**src/rtl/llqm_pkg.sv**
```systemverilog
// Shared types and constants of the linked-list queue manager.
package llqm_pkg;

  localparam int DATA_W  = 32;
  localparam int FIELD_W = 9;
  localparam int ADDR_W  = 3;

  localparam logic KIND_WRITE = 1'b0;
  localparam logic KIND_READ  = 1'b1;

  localparam logic [ADDR_W-3:0] REG_QUEUE_LIMIT = 1'b0;
  localparam logic [FIELD_W-1:0] QUEUE_LIMIT_RESET = 9'd256;

  typedef enum logic [1:0] {
    ST_OK          = 2'd0,
    ST_AT_LIMIT    = 2'd1,
    ST_POOL_EMPTY  = 2'd2,
    ST_QUEUE_EMPTY = 2'd3
  } status_t;

  typedef enum logic [1:0] {
    S_IDLE,
    S_EXEC,
    S_FETCH
  } state_t;

  typedef struct packed {
    logic              kind;
    logic [1:0]        queue_select;
    logic [DATA_W-1:0] write_value;
  } req_t;

  typedef struct packed {
    logic [DATA_W-1:0]  read_value;
    status_t            status;
    logic [FIELD_W-1:0] queue_count;
    logic               queue_empty;
    logic [FIELD_W-1:0] free_nodes;
  } rsp_t;

endpackage

```
**src/rtl/llqm_cfg.sv**
```systemverilog
// APB register block holding the per-queue entry limit.
module llqm_cfg (
  input  logic                        clk,
  input  logic                        rst,
  input  logic                        psel,
  input  logic                        penable,
  input  logic                        pwrite,
  input  logic [llqm_pkg::ADDR_W-1:0] paddr,
  input  logic [31:0]                 pwdata,
  output logic [31:0]                 prdata,
  output logic                        pready,
  output logic [llqm_pkg::FIELD_W-1:0] queue_limit
);
  import llqm_pkg::*;

  logic                  wr_en;
  logic [ADDR_W-3:0]     reg_index;

  assign pready    = 1'b1;
  assign reg_index = paddr[ADDR_W-1:2];
  assign wr_en     = psel && penable && pwrite && pready;

  always_ff @(posedge clk) begin
    if (rst) begin
      queue_limit <= QUEUE_LIMIT_RESET;
    end else if (wr_en && reg_index == REG_QUEUE_LIMIT) begin
      queue_limit <= pwdata[FIELD_W-1:0];
    end
  end

  always_comb begin
    unique case (reg_index)
      REG_QUEUE_LIMIT: prdata = {{(32-FIELD_W){1'b0}}, queue_limit};
      default:         prdata = '0;
    endcase
  end

endmodule

```
**config.mk**
```make
export PLATFORM = sky130hd
export DESIGN_NAME = llqm_cfg
export DESIGN_NICKNAME = d
export VERILOG_FILES = /design/src/rtl/llqm_pkg.sv /design/src/rtl/llqm_cfg.sv
export SDC_FILE = /design/constraint.sdc
export NUM_CORES = 1
export LEC_CHECK = 0
export BUFFER_PORTS_ARGS = -buffer_cell sky130_fd_sc_hd__buf_2
export CAP_MARGIN = 40
export CORE_MARGIN = 4
export CORE_UTILIZATION = 29
export CTS_CLUSTER_DIAMETER = 200
export CTS_CLUSTER_SIZE = 10
export DETAILED_ROUTE_END_ITERATION = 12
export PLACE_DENSITY = 0.82
export RECOVER_POWER = 25
export SYNTH_ARGS = -nofsm -noshare
export SYNTH_HDL_FRONTEND = slang
export SYNTH_SLANG_ARGS = --single-unit
```
**constraint.sdc**
```tcl
create_clock -name clk -period 0.9 [get_ports clk]
set_clock_uncertainty 0.2 [all_clocks]
set_input_delay 0.09 -clock clk [delete_from_list [all_inputs] [get_ports clk]]
set_output_delay 0.09 -clock clk [all_outputs]
set_load 0.005 [all_outputs]
```
==> run_results.csv <==
group,metric,value,unit
floorplanning,die_w,56.0,um
timing,fin_crit_sh,131,%
layout,fin_nets,166,
layout,antennaDiodeCount,0,
yosys,ys_top_cells_by_count,"buf_4 (24), nand2b_1 (16), and2b_2 (9), dfxtp_1 (9), mux2i_1 (9)",
timing,slew_violations,0,
setup_path,cp.required,0.61,ns
grt,antenna_found_initial,0,
grt,grt_pass1_vias,580,
placed_design,place.gp.congestion,0.597,
setup_path,reg2reg_from,"queue_limit[8]$_SDFFE_PP1P_",
yosys,synth_top_area_share,26.9,%
yosys,yosys_most_used_dff,"dfxtp_1",
yosys,yosysMostFrequentCell,"buf_4",
floorplanning,start_util,30.3,%
grt,grt-busiest-layer,"met2",
yosys,synth-compound-area-share,0,%
power,leakagePower,0.578,nW
yosys,ys_warn_count,0,
placed_design,dpl.hpwl,1130,um
drt,wirelength,1680,um
drt,vias,582,
power,fin_total_pwr,0.949,mW
clock_tree,cts.path.max_buffers,2,
yosys,synth_top_family_by_area,"simple AND/OR/NAND/NOR gates",
placed_design,place_ws,-0.213,ns
layout,drive_gt1_share,59.2,%
worst_hold_path,hold-path-cell-count,3,
drt,viasPerCell,3.80,
floorplanning,io_pins,82,
yosys,synth-xor-area-share,0,%
clock_tree,cts_hold_buffers,4,
yosys,async_flop_share,0,%
floorplanning,core,2210,sq um
floorplanning,num_rows,17,
clock_tree,cts_tree,"done",
setup_path,slowest_stage,"dfxtp_2",
run,maxCapViolCount,0,
placed_design,dp_cells,132,
clock_tree,clkSlewWorstSetupHoldPaths,0.06,ns
outcome,status,"finished with violations",
timing,rsz0062_at_grt,"yes",
timing,hold_viol_final,5,
outcome,failed_checks,"hold timing, setup timing",
grt,grt.met3_usage,3.02,%
layout,reg.largest.list,"queue_limit: 9 flops",
yosys,synth-edff-count,0,
setup_path,slowest_delay,0.33,ns
layout,top_register,"queue_limit",
clock_tree,htree_levels,1,
setup_path,crit_chain,"and2b_2 -> buf_2",
yosys,yosys.cell_types.count,10,
yosys,synth.yosys.seq_area_share,26.9,%
grt,grt_use_met2,21.4,%
yosys,ys_seq_elements,9,
grt,grt_max_degree,19,
yosys,synth_fa_ha_area_share,0,%
setup_path,end_kind,"primary output",
worst_hold_path,min_from,"pwdata[6]",
timing,setup_ws,-0.278,ns
clock_tree,cts_root_buf,"clkbuf_4",
power,pwr_density_cell,847,nW/um^2
placed_design,io_buffers,32,
clock_tree,clock_sinks,9,
setup_path,start_kind,"flop",
setup_path,cp_max_fo,2,
yosys,synth_simple_gate_area_share,29.3,%
yosys,netlist_instances,74,
yosys,synth_largest_area_cell,"dfxtp_1",
floorplanning,fp.dieH,56.0,um
yosys,syn-cell-area,669,sq um
floorplanning,dieArea,3140,sq um
yosys,syn_area_per_cell,9.05,sq um
clock_tree,cts_buffers,3,
grt,use_met1,10.4,%
grt,grt_pass1_wl,2630,um
layout,largest_register_ffs,9,
power,peakVddDrop,0.533,mV
drt,post_drt_wl_per_cell,11.0,um
setup_path,worst-setup-path-type,"flop to primary output",
yosys,synthMuxAreaShare,13.5,%
timing,setup_viol,23,
layout,instances_no_fill,153,
grt,overflow,0,
timing,fin_crit,1.18,ns
setup_path,r2r_end,"queue_limit[8]$_SDFFE_PP1P_",
clock_tree,clock_latency,0.26,ns
layout,syn_to_final_growth,67.3,%
drt,drc_errors,0,
worst_hold_path,hold_class,"primary input to flop",
drt,first_pass_iters,2,
setup_path,worstRegToRegCells,4,
timing,fmax,849,MHz
setup_path,crit_arrival,0.89,ns
layout,final_core_util,50.6,%
worst_hold_path,min_to,"queue_limit[6]$_SDFFE_PP0P_",
setup_path,r2r_slack,-0.07,ns
drt,ant_nets,0,
drt,drt-initial-drc-count,7,
timing,holdWs,-0.114,ns
grt,grt_usage,10.9,%
yosys,yosys-top-cells-area,"dfxtp_1 (27%), buf_4 (27%), nand2b_1 (15%)",
-- cell usage in the layout (no fill, tap or decap) --
master / count
buf_6: 24
dlygate4sd3_1: 4
nand2b_4: 5
clkbuf_1: 1
buf_2: 18
dfxtp_2: 9
conb_1: 24
clkbuf_4: 3
and2b_2: 9
nor2_1: 1
nand2b_1: 11
buf_4: 4
mux2i_1: 9
buf_12: 1
nor2_2: 1
and4b_1: 1
-- worst max-delay path by stage --
| stage | startpoint | cells after the start | endpoint |
|---|---|---|---|
| 2_1_floorplan | paddr[2] | 3 | queue_limit[0]$_SDFFE_PP0P_ |
| 3_3_place_gp | paddr[2] | 4 | queue_limit[3]$_SDFFE_PP0P_ |
| 3_5_place_dp | paddr[2] | 4 | queue_limit[3]$_SDFFE_PP0P_ |
| 4_1_cts | queue_limit[0]$_SDFFE_PP0P_ | 2 | prdata[0] |
| 5_1_grt | queue_limit[0]$_SDFFE_PP0P_ | 2 | prdata[0] |
| 6_report | queue_limit[7]$_SDFFE_PP0P_ | 2 | prdata[7] |
-- layout make-up --
type | count | area, sq um
Clock buffer | 4 | 26.3
Fill cell | 210 | 1090
Multi-Input combinational cell | 61 | 417
Timing Repair Buffer | 51 | 450
Sequential cell | 9 | 191
Tap cell | 28 | 35.0
-- metal layers --
| layer | vias to the layer above | part of all wire, % |
|---|---|---|
| met2 | 32 | 58 |
| met3 | 0 | 7.9 |
| met5 | - | 0 |
| met4 | 0 | 0 |
| li1 | 287 | - |
| met1 | 263 | 34 |
-- power breakdown --
group	switching, mW	total, mW	internal (mW)
registers	0.00518	0.414	0.408
logic	0.0842	0.207	0.123
clock network	0.157	0.328	0.171
-- through the flow --
| step | instance area (sq um) | TNS (ns) |
|---|---|---|
| final | 1120 | -4.51 |
| after global routing | 1120 | -5.24 |
| after CTS | 1030 | -4.58 |
| after detailed placement | 779 | -2.08 |
| after global placement | 779 | -1.87 |
| after floorplan | 752 | -0.0758 |
-- worst max-delay path, delay by kind of cell, from the launching register on --
| kind | cells | cell delay [ns] |
|---|---|---|
| flops | 1 | 0.33 |
| simple gates | 1 | 0.18 |
| buf+inv | 1 | 0.12 |
-- kinds of logic after synthesis --
kind of cell	after synthesis
multiplexers	9
flip-flops	9
other	2
buffers and inverters	26
AND/OR/NAND/NOR	28
-- what timing repair did --
action | CTS | global route
setup buffers | 12 | 2
setup endpoints to repair | 18 | 27
resized for setup | 26 | 13
pin swaps | 0 | 1
hold endpoints to repair | 9 | 5
No activity file was read; power rests on OpenSTA's default activity.
